**src/rtl/mtt_pkg.sv**
```systemverilog
`timescale 1ns / 1ps
// ----------------------------------------------------------------------------
// mtt_pkg
// Shared types, event codes and constants of the markup tag tokenizer.
// ----------------------------------------------------------------------------
package mtt_pkg;

    // Event codes carried on the result stream
    localparam logic [3:0] EV_APPEND       = 4'd0;
    localparam logic [3:0] EV_TEXT_END     = 4'd1;
    localparam logic [3:0] EV_TAG_NAME     = 4'd2;
    localparam logic [3:0] EV_PENDING_NAME = 4'd3;
    localparam logic [3:0] EV_PAIR         = 4'd4;
    localparam logic [3:0] EV_NAME_ONLY    = 4'd5;
    localparam logic [3:0] EV_PENDING_EMPTY = 4'd6;
    localparam logic [3:0] EV_TAG_DONE     = 4'd7;
    localparam logic [3:0] EV_ERROR        = 4'd8;

    // Tag kinds
    localparam logic [1:0] TK_NONE  = 2'd0;
    localparam logic [1:0] TK_OPEN  = 2'd1;
    localparam logic [1:0] TK_CLOSE = 2'd2;
    localparam logic [1:0] TK_SELF  = 2'd3;

    // Error codes
    localparam logic [1:0] ERR_BAD_CHAR    = 2'd0;
    localparam logic [1:0] ERR_BAD_TOKEN   = 2'd1;
    localparam logic [1:0] ERR_NO_TAG_NAME = 2'd2;
    localparam logic [1:0] ERR_CLOSE_ATTRS = 2'd3;

    // Input kinds
    localparam logic KIND_BYTE = 1'b0;
    localparam logic KIND_END  = 1'b1;

    // Results one input word may cause
    localparam int MAX_RES = 4;
    localparam int CNT_W   = $clog2(MAX_RES + 1);
    localparam int SUB_W   = $clog2(MAX_RES);

    // Default depth of the queue between front and back
    localparam int FIFO_DEPTH_DEF = 4;

    typedef struct packed {
        logic       end_seen;
        logic [1:0] error_code;
        logic [1:0] tag_kind;
        logic [7:0] out_byte;
        logic [3:0] event_res;
    } t_evt;

    typedef struct packed {
        logic [CNT_W-1:0]       cnt;
        t_evt [MAX_RES-1:0]     ev;
    } t_bundle;

    typedef struct packed {
        logic full;
        logic empty;
    } t_fifo_st;

    function automatic t_evt mk_evt(logic [3:0] ev, logic [7:0] b, logic [1:0] tk,
                                    logic [1:0] ec, logic endf);
        t_evt e;
        e.event_res  = ev;
        e.out_byte   = b;
        e.tag_kind   = tk;
        e.error_code = ec;
        e.end_seen   = endf;
        return e;
    endfunction

endpackage

```
**src/rtl/markup_tag_tokenizer_unit.sv**
```systemverilog
`timescale 1ns / 1ps
// ----------------------------------------------------------------------------
// markup_tag_tokenizer_unit
// Byte-serial markup tokenizer: turns text bytes into tokenizer events.
// ----------------------------------------------------------------------------
//
//  channel   dir  word contents                          handshake
//  s_axis    in   tdata: text_byte; tuser: kind          tvalid/tready
//  m_axis    out  tdata: out_byte,tag_kind,error_code;   tvalid/tready, tlast
//                 tuser: event_res,end_seen
//
//  The front takes one input word per cycle while the queue has room and
//  resolves the whole tokenizer step in that cycle, pushing up to four events
//  as one bundle. The back sends one event per cycle from its output register
//  while the output is ready; the event serializer sets the sustained rate.
//  Events pass through the queue and then the output register. Synchronous
//  active-low reset clears tokenizer state, queue pointers and the output valid
//  flag. Either side may stall freely: the queue absorbs the difference.
//
module markup_tag_tokenizer_unit #(
    parameter int FIFO_DEPTH = mtt_pkg::FIFO_DEPTH_DEF
) (
    input  logic        i_clk,
    input  logic        i_rst_n,
    input  logic        s_axis_tvalid,
    output logic        s_axis_tready,
    input  logic [7:0]  s_axis_tdata,  // [7:0] text_byte
    input  logic [0:0]  s_axis_tuser,  // [0] kind
    output logic        m_axis_tvalid,
    input  logic        m_axis_tready,
    output logic [15:0] m_axis_tdata,  // [7:0] out_byte, [9:8] tag_kind,
                                       // [11:10] error_code, [15:12] zero
    output logic [7:0]  m_axis_tuser,  // [3:0] event_res, [4] end_seen, [7:5] zero
    output logic        m_axis_tlast   // last result of the input word
);
    import mtt_pkg::*;

    t_fifo_st w_fifo_st;
    t_bundle  w_push_data, w_head;
    logic     w_push, w_pop;
    t_evt     w_evt;

    // Front: accept and classify each word
    mtt_front u_front (
        .i_clk     (i_clk),
        .i_rst_n   (i_rst_n),
        .i_valid   (s_axis_tvalid),
        .o_ready   (s_axis_tready),
        .i_kind    (s_axis_tuser[0]),
        .i_byte    (s_axis_tdata),
        .i_fifo_st (w_fifo_st),
        .o_push    (w_push),
        .o_bundle  (w_push_data)
    );

    // Queue: hold bundles while the output stalls
    mtt_fifo #(
        .DEPTH (FIFO_DEPTH)
    ) u_fifo (
        .i_clk   (i_clk),
        .i_rst_n (i_rst_n),
        .i_push  (w_push),
        .i_wdata (w_push_data),
        .i_pop   (w_pop),
        .o_head  (w_head),
        .o_st    (w_fifo_st)
    );

    // Back: drain one event per cycle while the output is ready
    mtt_back u_back (
        .i_clk     (i_clk),
        .i_rst_n   (i_rst_n),
        .i_head    (w_head),
        .i_fifo_st (w_fifo_st),
        .o_pop     (w_pop),
        .i_ready   (m_axis_tready),
        .o_valid   (m_axis_tvalid),
        .o_evt     (w_evt),
        .o_last    (m_axis_tlast)
    );

    // Pack the event fields onto the output word
    assign m_axis_tdata = {4'd0, w_evt.error_code, w_evt.tag_kind, w_evt.out_byte};
    assign m_axis_tuser = {3'd0, w_evt.end_seen, w_evt.event_res};

    // A push never lands on a full queue
    a_no_push_full: assert property (@(posedge i_clk) disable iff (!i_rst_n)
        w_push |-> !w_fifo_st.full)
        else $error("bundle pushed into full queue");

    // The end acknowledgement is always the only, hence last, event of its word
    a_end_is_last: assert property (@(posedge i_clk) disable iff (!i_rst_n)
        (m_axis_tvalid && m_axis_tuser[4]) |-> m_axis_tlast)
        else $error("end acknowledgement not marked last");

    // Tag kind is carried only by the tag-done event
    a_kind_only_done: assert property (@(posedge i_clk) disable iff (!i_rst_n)
        (m_axis_tvalid && m_axis_tuser[3:0] != EV_TAG_DONE) |-> m_axis_tdata[9:8] == TK_NONE)
        else $error("tag kind on wrong event");

    // Popping needs a bundle in the queue
    a_pop_nonempty: assert property (@(posedge i_clk) disable iff (!i_rst_n)
        w_pop |-> !w_fifo_st.empty)
        else $error("pop from empty queue");

endmodule

```
**src/rtl/mtt_front.sv**
```systemverilog
`timescale 1ns / 1ps
// ----------------------------------------------------------------------------
// mtt_front
// Accepts input words, runs the tokenizer state and builds the event bundle.
// ----------------------------------------------------------------------------
module mtt_front (
    input  logic              i_clk,
    input  logic              i_rst_n,
    input  logic              i_valid,
    output logic              o_ready,
    input  logic              i_kind,
    input  logic [7:0]        i_byte,
    input  mtt_pkg::t_fifo_st i_fifo_st,
    output logic              o_push,
    output mtt_pkg::t_bundle  o_bundle
);
    import mtt_pkg::*;

    localparam logic [2:0] ROLE_NONE   = 3'd0;
    localparam logic [2:0] ROLE_TAG    = 3'd1;
    localparam logic [2:0] ROLE_NAME   = 3'd2;
    localparam logic [2:0] ROLE_VALUE  = 3'd3;
    localparam logic [2:0] ROLE_STRING = 3'd4;

    localparam logic [1:0] Q_NONE   = 2'd0;
    localparam logic [1:0] Q_DOUBLE = 2'd1;
    localparam logic [1:0] Q_SINGLE = 2'd2;

    localparam logic [7:0] CH_LT    = 8'd60;
    localparam logic [7:0] CH_GT    = 8'd62;
    localparam logic [7:0] CH_SLASH = 8'd47;
    localparam logic [7:0] CH_COLON = 8'd58;
    localparam logic [7:0] CH_EQ    = 8'd61;
    localparam logic [7:0] CH_BSL   = 8'd92;
    localparam logic [7:0] CH_DQ    = 8'd34;
    localparam logic [7:0] CH_SQ    = 8'd39;
    localparam logic [7:0] CH_SPACE = 8'd32;
    localparam logic [7:0] CH_TAB   = 8'd9;
    localparam logic [7:0] CH_CR    = 8'd13;

    typedef struct packed {
        logic       inside_tag;
        logic       in_quotes;
        logic       escape_active;
        logic       gap_after_name;
        logic [1:0] open_quote_char;
        logic [2:0] word_role;
        logic [1:0] current_tag_kind;
        logic       word_has_bytes;
        logic       tag_named;
        logic       name_pending;
        logic       attrs_seen;
        logic       failed;
    } t_tok_state;

    function automatic t_bundle push(t_bundle b, t_evt e);
        t_bundle r;
        r = b;
        if (b.cnt < CNT_W'(MAX_RES)) begin
            r.ev[b.cnt[SUB_W-1:0]] = e;
            r.cnt = b.cnt + CNT_W'(1);
        end
        return r;
    endfunction

    t_tok_state r_st, n_st;
    t_bundle    w_bundle;
    logic       w_accept;

    assign o_ready  = !i_fifo_st.full;
    assign w_accept = i_valid && o_ready;

    always_comb begin
        t_tok_state s;
        t_bundle    b;
        logic       clr_esc;
        logic [1:0] qcode;
        logic [7:0] c;
        c       = i_byte;
        s       = r_st;
        b       = '0;
        clr_esc = 1'b1;
        qcode   = (c == CH_DQ) ? Q_DOUBLE : ((c == CH_SQ) ? Q_SINGLE : Q_NONE);
        if (i_kind == KIND_END) begin
            b = push(b, mk_evt(EV_TEXT_END, 8'd0, TK_NONE, ERR_BAD_CHAR, 1'b1));
            s = '0;
        end else if (!r_st.failed) begin
            if (c == CH_LT) begin
                if (s.current_tag_kind != TK_NONE) begin
                    s.failed = 1'b1; clr_esc = 1'b0;
                    b = push(b, mk_evt(EV_ERROR, 8'd0, TK_NONE, ERR_BAD_CHAR, 1'b0));
                end else begin
                    if (s.word_has_bytes) begin
                        b = push(b, mk_evt(EV_TEXT_END, 8'd0, TK_NONE, ERR_BAD_CHAR, 1'b0));
                        s.word_has_bytes = 1'b0;
                    end
                    s.word_role        = ROLE_TAG;
                    s.current_tag_kind = TK_OPEN;
                    s.inside_tag       = 1'b1;
                    s.tag_named        = 1'b0;
                end
            end else if (!s.inside_tag) begin
                b = push(b, mk_evt(EV_APPEND, c, TK_NONE, ERR_BAD_CHAR, 1'b0));
                s.word_has_bytes = 1'b1;
            end else if (c == CH_BSL) begin
                if (!s.in_quotes || s.current_tag_kind == TK_SELF) begin
                    s.failed = 1'b1; clr_esc = 1'b0;
                    b = push(b, mk_evt(EV_ERROR, 8'd0, TK_NONE, ERR_BAD_CHAR, 1'b0));
                end else begin
                    s.escape_active = !s.escape_active;
                    if (s.escape_active) begin
                        clr_esc = 1'b0;
                    end else begin
                        b = push(b, mk_evt(EV_APPEND, c, TK_NONE, ERR_BAD_CHAR, 1'b0));
                        s.word_has_bytes = 1'b1;
                    end
                end
            end else if (qcode != Q_NONE &&
                         (s.open_quote_char == Q_NONE || s.open_quote_char == qcode)) begin
                if (s.current_tag_kind == TK_SELF) begin
                    s.failed = 1'b1; clr_esc = 1'b0;
                    b = push(b, mk_evt(EV_ERROR, 8'd0, TK_NONE, ERR_BAD_CHAR, 1'b0));
                end else if (s.in_quotes) begin
                    if (s.escape_active) begin
                        b = push(b, mk_evt(EV_APPEND, c, TK_NONE, ERR_BAD_CHAR, 1'b0));
                        s.word_has_bytes = 1'b1;
                    end else begin
                        s.in_quotes = 1'b0;
                        if (!s.name_pending) begin
                            s.failed = 1'b1; clr_esc = 1'b0;
                            b = push(b, mk_evt(EV_ERROR, 8'd0, TK_NONE, ERR_BAD_CHAR, 1'b0));
                        end else begin
                            b = push(b, mk_evt(EV_PAIR, 8'd0, TK_NONE, ERR_BAD_CHAR, 1'b0));
                            s.attrs_seen      = 1'b1;
                            s.word_has_bytes  = 1'b0;
                            s.name_pending    = 1'b0;
                            s.word_role       = ROLE_NONE;
                            s.open_quote_char = Q_NONE;
                        end
                    end
                end else if (s.word_role != ROLE_VALUE) begin
                    s.failed = 1'b1; clr_esc = 1'b0;
                    b = push(b, mk_evt(EV_ERROR, 8'd0, TK_NONE, ERR_BAD_CHAR, 1'b0));
                end else begin
                    s.in_quotes       = 1'b1;
                    s.word_role       = ROLE_STRING;
                    s.open_quote_char = qcode;
                end
            end else if (s.in_quotes) begin
                b = push(b, mk_evt(EV_APPEND, c, TK_NONE, ERR_BAD_CHAR, 1'b0));
                s.word_has_bytes = 1'b1;
            end else if (c == CH_SLASH) begin
                if (s.current_tag_kind != TK_OPEN) begin
                    s.failed = 1'b1; clr_esc = 1'b0;
                    b = push(b, mk_evt(EV_ERROR, 8'd0, TK_NONE, ERR_BAD_CHAR, 1'b0));
                end else begin
                    s.current_tag_kind = s.tag_named ? TK_SELF : TK_CLOSE;
                end
            end else if (c == CH_GT) begin
                // tag completion leaves the escape flag as it is
                clr_esc = 1'b0;
                if (s.current_tag_kind == TK_NONE) begin
                    s.failed = 1'b1;
                    b = push(b, mk_evt(EV_ERROR, 8'd0, TK_NONE, ERR_BAD_CHAR, 1'b0));
                end else if (!s.tag_named && !s.word_has_bytes) begin
                    s.failed = 1'b1;
                    b = push(b, mk_evt(EV_ERROR, 8'd0, TK_NONE, ERR_NO_TAG_NAME, 1'b0));
                end else begin
                    if (s.tag_named) begin
                        if (s.word_has_bytes) begin
                            if (!s.name_pending) begin
                                b = push(b, mk_evt(EV_NAME_ONLY, 8'd0, TK_NONE,
                                                   ERR_BAD_CHAR, 1'b0));
                            end else begin
                                b = push(b, mk_evt(EV_PAIR, 8'd0, TK_NONE,
                                                   ERR_BAD_CHAR, 1'b0));
                                s.name_pending = 1'b0;
                            end
                            s.attrs_seen     = 1'b1;
                            s.word_has_bytes = 1'b0;
                        end
                    end else begin
                        b = push(b, mk_evt(EV_TAG_NAME, 8'd0, TK_NONE, ERR_BAD_CHAR, 1'b0));
                        s.tag_named      = 1'b1;
                        s.word_has_bytes = 1'b0;
                    end
                    if (s.name_pending) begin
                        b = push(b, mk_evt(EV_PENDING_EMPTY, 8'd0, TK_NONE,
                                           ERR_BAD_CHAR, 1'b0));
                        s.name_pending = 1'b0;
                        s.attrs_seen   = 1'b1;
                    end
                    if (s.current_tag_kind == TK_CLOSE && s.attrs_seen) begin
                        s.failed = 1'b1;
                        b = push(b, mk_evt(EV_ERROR, 8'd0, TK_NONE, ERR_CLOSE_ATTRS, 1'b0));
                    end else begin
                        b = push(b, mk_evt(EV_TAG_DONE, 8'd0, s.current_tag_kind,
                                           ERR_BAD_CHAR, 1'b0));
                        s.word_has_bytes   = 1'b0;
                        s.word_role        = ROLE_NONE;
                        s.current_tag_kind = TK_NONE;
                        s.inside_tag       = 1'b0;
                        s.tag_named        = 1'b0;
                        s.attrs_seen       = 1'b0;
                    end
                end
            end else if (c == CH_COLON) begin
                if (s.current_tag_kind == TK_SELF || !s.word_has_bytes || s.tag_named) begin
                    s.failed = 1'b1; clr_esc = 1'b0;
                    b = push(b, mk_evt(EV_ERROR, 8'd0, TK_NONE, ERR_BAD_CHAR, 1'b0));
                end else begin
                    b = push(b, mk_evt(EV_TAG_NAME, 8'd0, TK_NONE, ERR_BAD_CHAR, 1'b0));
                    s.tag_named      = 1'b1;
                    s.word_has_bytes = 1'b0;
                    s.word_role      = ROLE_NAME;
                end
            end else if (c == CH_EQ) begin
                if (s.current_tag_kind == TK_SELF || s.word_role != ROLE_NAME ||
                    s.name_pending) begin
                    s.failed = 1'b1; clr_esc = 1'b0;
                    b = push(b, mk_evt(EV_ERROR, 8'd0, TK_NONE, ERR_BAD_CHAR, 1'b0));
                end else begin
                    b = push(b, mk_evt(EV_PENDING_NAME, 8'd0, TK_NONE, ERR_BAD_CHAR, 1'b0));
                    s.name_pending   = 1'b1;
                    s.word_has_bytes = 1'b0;
                    s.word_role      = ROLE_VALUE;
                    s.gap_after_name = 1'b0;
                end
            end else if (c == CH_SPACE || (c >= CH_TAB && c <= CH_CR)) begin
                if (s.word_role != ROLE_NONE && s.word_has_bytes) begin
                    if (s.current_tag_kind == TK_SELF) begin
                        s.failed = 1'b1; clr_esc = 1'b0;
                        b = push(b, mk_evt(EV_ERROR, 8'd0, TK_NONE, ERR_BAD_CHAR, 1'b0));
                    end else if (s.word_role == ROLE_TAG) begin
                        if (s.tag_named) begin
                            s.failed = 1'b1; clr_esc = 1'b0;
                            b = push(b, mk_evt(EV_ERROR, 8'd0, TK_NONE, ERR_BAD_CHAR, 1'b0));
                        end else begin
                            b = push(b, mk_evt(EV_TAG_NAME, 8'd0, TK_NONE,
                                               ERR_BAD_CHAR, 1'b0));
                            s.tag_named      = 1'b1;
                            s.word_has_bytes = 1'b0;
                            s.word_role      = ROLE_NONE;
                        end
                    end else if (s.word_role == ROLE_VALUE) begin
                        if (!s.name_pending) begin
                            s.failed = 1'b1; clr_esc = 1'b0;
                            b = push(b, mk_evt(EV_ERROR, 8'd0, TK_NONE,
                                               ERR_BAD_TOKEN, 1'b0));
                        end else begin
                            b = push(b, mk_evt(EV_PAIR, 8'd0, TK_NONE, ERR_BAD_CHAR, 1'b0));
                            s.attrs_seen     = 1'b1;
                            s.word_has_bytes = 1'b0;
                            s.name_pending   = 1'b0;
                            s.word_role      = ROLE_NONE;
                        end
                    end else if (s.word_role == ROLE_NAME) begin
                        s.gap_after_name = 1'b1;
                    end
                end
            end else begin
                if (s.current_tag_kind == TK_SELF) begin
                    s.failed = 1'b1; clr_esc = 1'b0;
                    b = push(b, mk_evt(EV_ERROR, 8'd0, TK_NONE, ERR_BAD_CHAR, 1'b0));
                end else if (s.gap_after_name) begin
                    s.gap_after_name = 1'b0;
                    if (s.word_has_bytes) begin
                        b = push(b, mk_evt(EV_NAME_ONLY, 8'd0, TK_NONE, ERR_BAD_CHAR, 1'b0));
                        s.attrs_seen     = 1'b1;
                        s.word_has_bytes = 1'b0;
                    end
                    b = push(b, mk_evt(EV_APPEND, c, TK_NONE, ERR_BAD_CHAR, 1'b0));
                    s.word_has_bytes = 1'b1;
                    s.word_role      = ROLE_NAME;
                end else begin
                    b = push(b, mk_evt(EV_APPEND, c, TK_NONE, ERR_BAD_CHAR, 1'b0));
                    s.word_has_bytes = 1'b1;
                    if (s.word_role == ROLE_NONE) begin
                        s.word_role = ROLE_NAME;
                    end
                end
            end
            if (clr_esc) begin
                s.escape_active = 1'b0;
            end
        end
        n_st     = s;
        w_bundle = b;
    end

    always_ff @(posedge i_clk) begin
        if (!i_rst_n) begin
            r_st <= '0;
        end else if (w_accept) begin
            r_st <= n_st;
        end
    end

    // Words that cause no event are dropped here
    assign o_push   = w_accept && (w_bundle.cnt != '0);
    assign o_bundle = w_bundle;

endmodule

```
**src/rtl/mtt_fifo.sv**
```systemverilog
`timescale 1ns / 1ps
// ----------------------------------------------------------------------------
// mtt_fifo
// Short queue of event bundles between the front and the back.
// ----------------------------------------------------------------------------
module mtt_fifo #(
    parameter int DEPTH = mtt_pkg::FIFO_DEPTH_DEF
) (
    input  logic              i_clk,
    input  logic              i_rst_n,
    input  logic              i_push,
    input  mtt_pkg::t_bundle  i_wdata,
    input  logic              i_pop,
    output mtt_pkg::t_bundle  o_head,
    output mtt_pkg::t_fifo_st o_st
);
    import mtt_pkg::*;

    localparam int PTR_W = (DEPTH > 1) ? $clog2(DEPTH) : 1;
    localparam int CNT_FW = $clog2(DEPTH + 1);

    t_bundle           r_mem [DEPTH];
    logic [PTR_W-1:0]  r_wr_ptr, r_rd_ptr;
    logic [CNT_FW-1:0] r_count;
    logic              w_do_push, w_do_pop;

    assign o_st.full  = (r_count == CNT_FW'(DEPTH));
    assign o_st.empty = (r_count == '0);
    assign w_do_push  = i_push && !o_st.full;
    assign w_do_pop   = i_pop && !o_st.empty;
    assign o_head     = r_mem[r_rd_ptr];

    always_ff @(posedge i_clk) begin
        if (w_do_push) begin
            r_mem[r_wr_ptr] <= i_wdata;
        end
    end

    always_ff @(posedge i_clk) begin
        if (!i_rst_n) begin
            r_wr_ptr <= '0;
            r_rd_ptr <= '0;
            r_count  <= '0;
        end else begin
            if (w_do_push) begin
                r_wr_ptr <= (r_wr_ptr == PTR_W'(DEPTH - 1)) ? '0 : r_wr_ptr + PTR_W'(1);
            end
            if (w_do_pop) begin
                r_rd_ptr <= (r_rd_ptr == PTR_W'(DEPTH - 1)) ? '0 : r_rd_ptr + PTR_W'(1);
            end
            case ({w_do_push, w_do_pop})
                2'b10:   r_count <= r_count + CNT_FW'(1);
                2'b01:   r_count <= r_count - CNT_FW'(1);
                default: r_count <= r_count;
            endcase
        end
    end

endmodule

```
**src/rtl/mtt_back.sv**
```systemverilog
`timescale 1ns / 1ps
// ----------------------------------------------------------------------------
// mtt_back
// Unpacks the head bundle into single events through an output register.
// ----------------------------------------------------------------------------
module mtt_back (
    input  logic              i_clk,
    input  logic              i_rst_n,
    input  mtt_pkg::t_bundle  i_head,
    input  mtt_pkg::t_fifo_st i_fifo_st,
    output logic              o_pop,
    input  logic              i_ready,
    output logic              o_valid,
    output mtt_pkg::t_evt     o_evt,
    output logic              o_last
);
    import mtt_pkg::*;

    logic [SUB_W-1:0] r_sub;
    logic             r_valid;
    t_evt             r_evt;
    logic             r_last;
    logic             w_load, w_final;

    assign w_load  = !i_fifo_st.empty && (!r_valid || i_ready);
    assign w_final = ({1'b0, r_sub} == (i_head.cnt - CNT_W'(1)));
    assign o_pop   = w_load && w_final;

    always_ff @(posedge i_clk) begin
        if (!i_rst_n) begin
            r_sub   <= '0;
            r_valid <= 1'b0;
        end else begin
            if (w_load) begin
                r_valid <= 1'b1;
                r_sub   <= w_final ? '0 : r_sub + SUB_W'(1);
            end else if (i_ready) begin
                r_valid <= 1'b0;
            end
        end
    end

    always_ff @(posedge i_clk) begin
        if (w_load) begin
            r_evt  <= i_head.ev[r_sub];
            r_last <= w_final;
        end
    end

    assign o_valid = r_valid;
    assign o_evt   = r_evt;
    assign o_last  = r_last;

endmodule
```
**config.mk**
```make
export PLATFORM = sky130hd
export DESIGN_NAME = markup_tag_tokenizer_unit
export DESIGN_NICKNAME = d
export VERILOG_FILES = /design/src/rtl/mtt_pkg.sv /design/src/rtl/markup_tag_tokenizer_unit.sv /design/src/rtl/mtt_front.sv /design/src/rtl/mtt_fifo.sv /design/src/rtl/mtt_back.sv
export SDC_FILE = /design/constraint.sdc
export NUM_CORES = 1
export LEC_CHECK = 0
export ABC_AREA = 1
export BUFFER_PORTS_ARGS = -buffer_cell sky130_fd_sc_hd__buf_2
export CORE_UTILIZATION = 63
export DETAILED_ROUTE_END_ITERATION = 10
export PLACE_DENSITY_LB_ADDON = 0.15
export SYNTH_ARGS = -nofsm -noshare
export SYNTH_HDL_FRONTEND = slang
export SYNTH_SLANG_ARGS = --single-unit
export TNS_END_PERCENT = 1
```
**constraint.sdc**
```tcl
create_clock -name i_clk -period 10.2 [get_ports i_clk]
set_input_delay 1.02 -clock i_clk [delete_from_list [all_inputs] [get_ports i_clk]]
set_output_delay 1.02 -clock i_clk [all_outputs]
set_load 0.01 [all_outputs]
```
==> reports/qor.csv <==
metric;value;unit
nFillCells;1203;
total_power;2688;µW
dieArea;17150;µm²
rsz0062_at_grt;false;
finalMaxSlewViolations;0;
ios;40;
worstPathRequired;10590;ps
arrival;4350;ps
htree_levels;1;
die_y;130.9;µm
irDropWorstVdd;167.4;µV
max_freq;252.7;MHz
post-dp-hpwl;17140;µm
wire_per_inst;20.05;µm
drtIter0Drc;1028;
hp-start;u_fifo.r_count[0];
clkTransAtPathRegs;60;ps
layout.nets;1125;
worst_slack;6242;ps
cts.sinks;210;
antenna_found_initial;0;
holdCritPathClass;flip-flop to flip-flop;
postCtsSetupBuffers;0;
port-buffer-count;32;
drcViolationCount;0;
grt_overflow;0;
detail-route-antenna-nets;0;
cts_tree;done;
crit_fanout;83;
setup.worst_path.start_class;flip-flop;
synth.distinct_cells;57;
drive_gt1_share;14.06;%
power_leakage;0.004424;µW
end_kind;flip-flop;
wl_met3;2253;µm
synth_area_leaders;edfxtp_1 (52%), nor2_1 (6.0%), dfxtp_1 (5.4%);
pwr_density_cell;234.4;nW/µm²
placement.cell_area;10780;µm²
synthFlopType;edfxtp_1;
synth_top_area_cell;edfxtp_1;
coreArea;16060;µm²
criticalPathCategory;flip-flop to flip-flop;
top_layer_used;met4;
gp_congestion;1.008;
async_flop_share;0;%
hold_viol_final;0;
post_cts_resized;0;
place_ws;6232;ps
ys_warn_count;0;
synth_edf_count;182;
grt_max_degree;84;
status;completed;
finalCritPeriodShare;38.80;%
cts_buffers;22;
synth.top_cell.area_share;52.18;%
synth.avg_cell_area;9.698;µm²
regArea;6027;µm²
synth_seq_cells;210;
synth_common_cells;edfxtp_1 (182), nor2_1 (168), nand2_1 (142);
crit_chain;buf_4 -> inv_2 -> buf_4 -> nand2_1 -> nand3_1 -> nand2_1 -> xnor2_1 -> nand3b_1 -> nor2_1 -> ha_1 -> inv_1 -> fa_1 -> a21oi_1 -> o21ai_0 -> o21ai_0 -> a21oi_1;
firstDrtPassIters;5;
postCtsHoldBufs;0;
clk_latency;510;ps
max_cap_viol_count;0;
crit_buf_inv;4;
yosysMostFrequentCell;edfxtp_1;
synth_cells;1080;
synth_area;10470;µm²
via_count;8334;
timing.critical_path.slowest_cell_delay;640;ps
wl_met2;12400;µm
multi_input_area;3851;µm²
setup-tns-final;0;ps
path_delay_family;buffers and inverters;
die_width;130.9;µm
grt_pass1_vias;7762;
clk_path_buf_depth;3;
initial_core_util;65.23;%
ys_seq_area_share;57.53;%
viasPerCell;6.252;
num_antenna_cells;0;
stdcell_area;11470;µm²
setup_violations;0;
worst_pin_slew;1322;ps
rows;46;
wl;26730;µm
slew_headroom;9.601;%
track_usage;31.90;%
clock-skew-final;9.807;ps
root_buffer;clkbuf_16;
cpMaxStageDelayCell;buf_4;
area_growth;9.521;%
grt_pass1_wl;40940;µm
min_period;3958;ps
m1WireLength;10640;µm
==> registers in the layout, summed over array words and instances, names as in the netlist, named ones only <==
signal,cells
u_fifo.r_wr_ptr,2
u_front.r_st,16
u_back.o_evt,17
u_back.r_sub,2
u_back.o_last,1
u_fifo.r_mem,164
u_fifo.r_count,3
u_fifo.r_rd_ptr,2
u_back.o_valid,1
==> per-layer routing <==
layer / track usage [%] / vias to the layer above
met3: 3.583 / 122
met1: 43.22 / 3895
met2: 51.14 / 487
met4: 16.57 / 0
li1: - / 3830
met5: 0 / -
==> cell families after synthesis <==
family / Yosys count / share of synthesized area (%)
fa+ha+maj: 11 / 1.386
simple gates: 470 / 21.78
compound gates: 232 / 12.81
buf+inv: 153 / 6.212
other cells: 1 / 0.03580
xor+xnor: 3 / 0.2509
flops: 210 / 57.53
==> worst paths after layout <==
check	endpoint	cells after the start	slack, ps
min reg2reg	u_fifo.r_count[0]	1	450
max	u_fifo.r_count[2]	16	6240
max reg2reg	u_fifo.r_count[2]	16	6240
min	u_fifo.r_count[0]	1	450
==> worst register-to-register path, stage by stage (launching register included) <==
cell	delay, ps
dfxtp_2	310
buf_4	640
inv_2	170
buf_4	400
nand2_1	170
nand3_1	70
nand2_1	160
xnor2_1	70
nand3b_1	320
nor2_1	350
ha_1	200
inv_1	70
fa_1	450
a21oi_1	160
o21ai_0	110
o21ai_0	150
a21oi_1	50
==> final cells by class <==
cell class	instances	share of cell area [%]
Tap cell	216	2.356
Inverter	101	3.370
Clock inverter	10	0.9817
Timing Repair Buffer	43	2.116
Clock buffer	30	5.061
Multi-Input combinational cell	723	33.57
Sequential cell	210	52.54
==> through the flow <==
step | instances | util [%] | hold slack, ps
after floorplan | 1086 | - | 422.4
after global placement | 1293 | 67.12 | 435.9
after detailed placement | 1293 | 67.12 | 442.8
after CTS | 1333 | 71.44 | 451.7
after global routing | 1333 | 71.44 | 485.3
final | 1333 | 71.44 | 448.2
==> where the power goes <==
group	internal, µW	switching, µW
Combinational	237	549
Sequential	1090	39.3
Clock	452	321
Total	1780	910
==> cell usage in the layout, fill, tap and decap left out, types with 4 or more instances in the layout <==
cell type  instances
edfxtp_1         182
nor2_1           166
nand2_1          142
o21ai_0          109
inv_1             77
nand3_1           54
a21oi_1           44
buf_2             32
nor3_1            27
dfxtp_1           27
clkbuf_16         22
inv_2             20
nand2_2           15
o22ai_1           15
nand4_1           13
a31oi_1           12
nor2_4            11
buf_4             11
o221ai_1          10
o21ai_1           10
ha_1              10
nor2_2             9
nor4_1             9
nand2_4            8
o211ai_1           8
clkbuf_1           8
conb_1             7
a221o_1            5
a211oi_1           4
clkinv_2           4
Note: power is estimated with default switching activity, not from simulation.
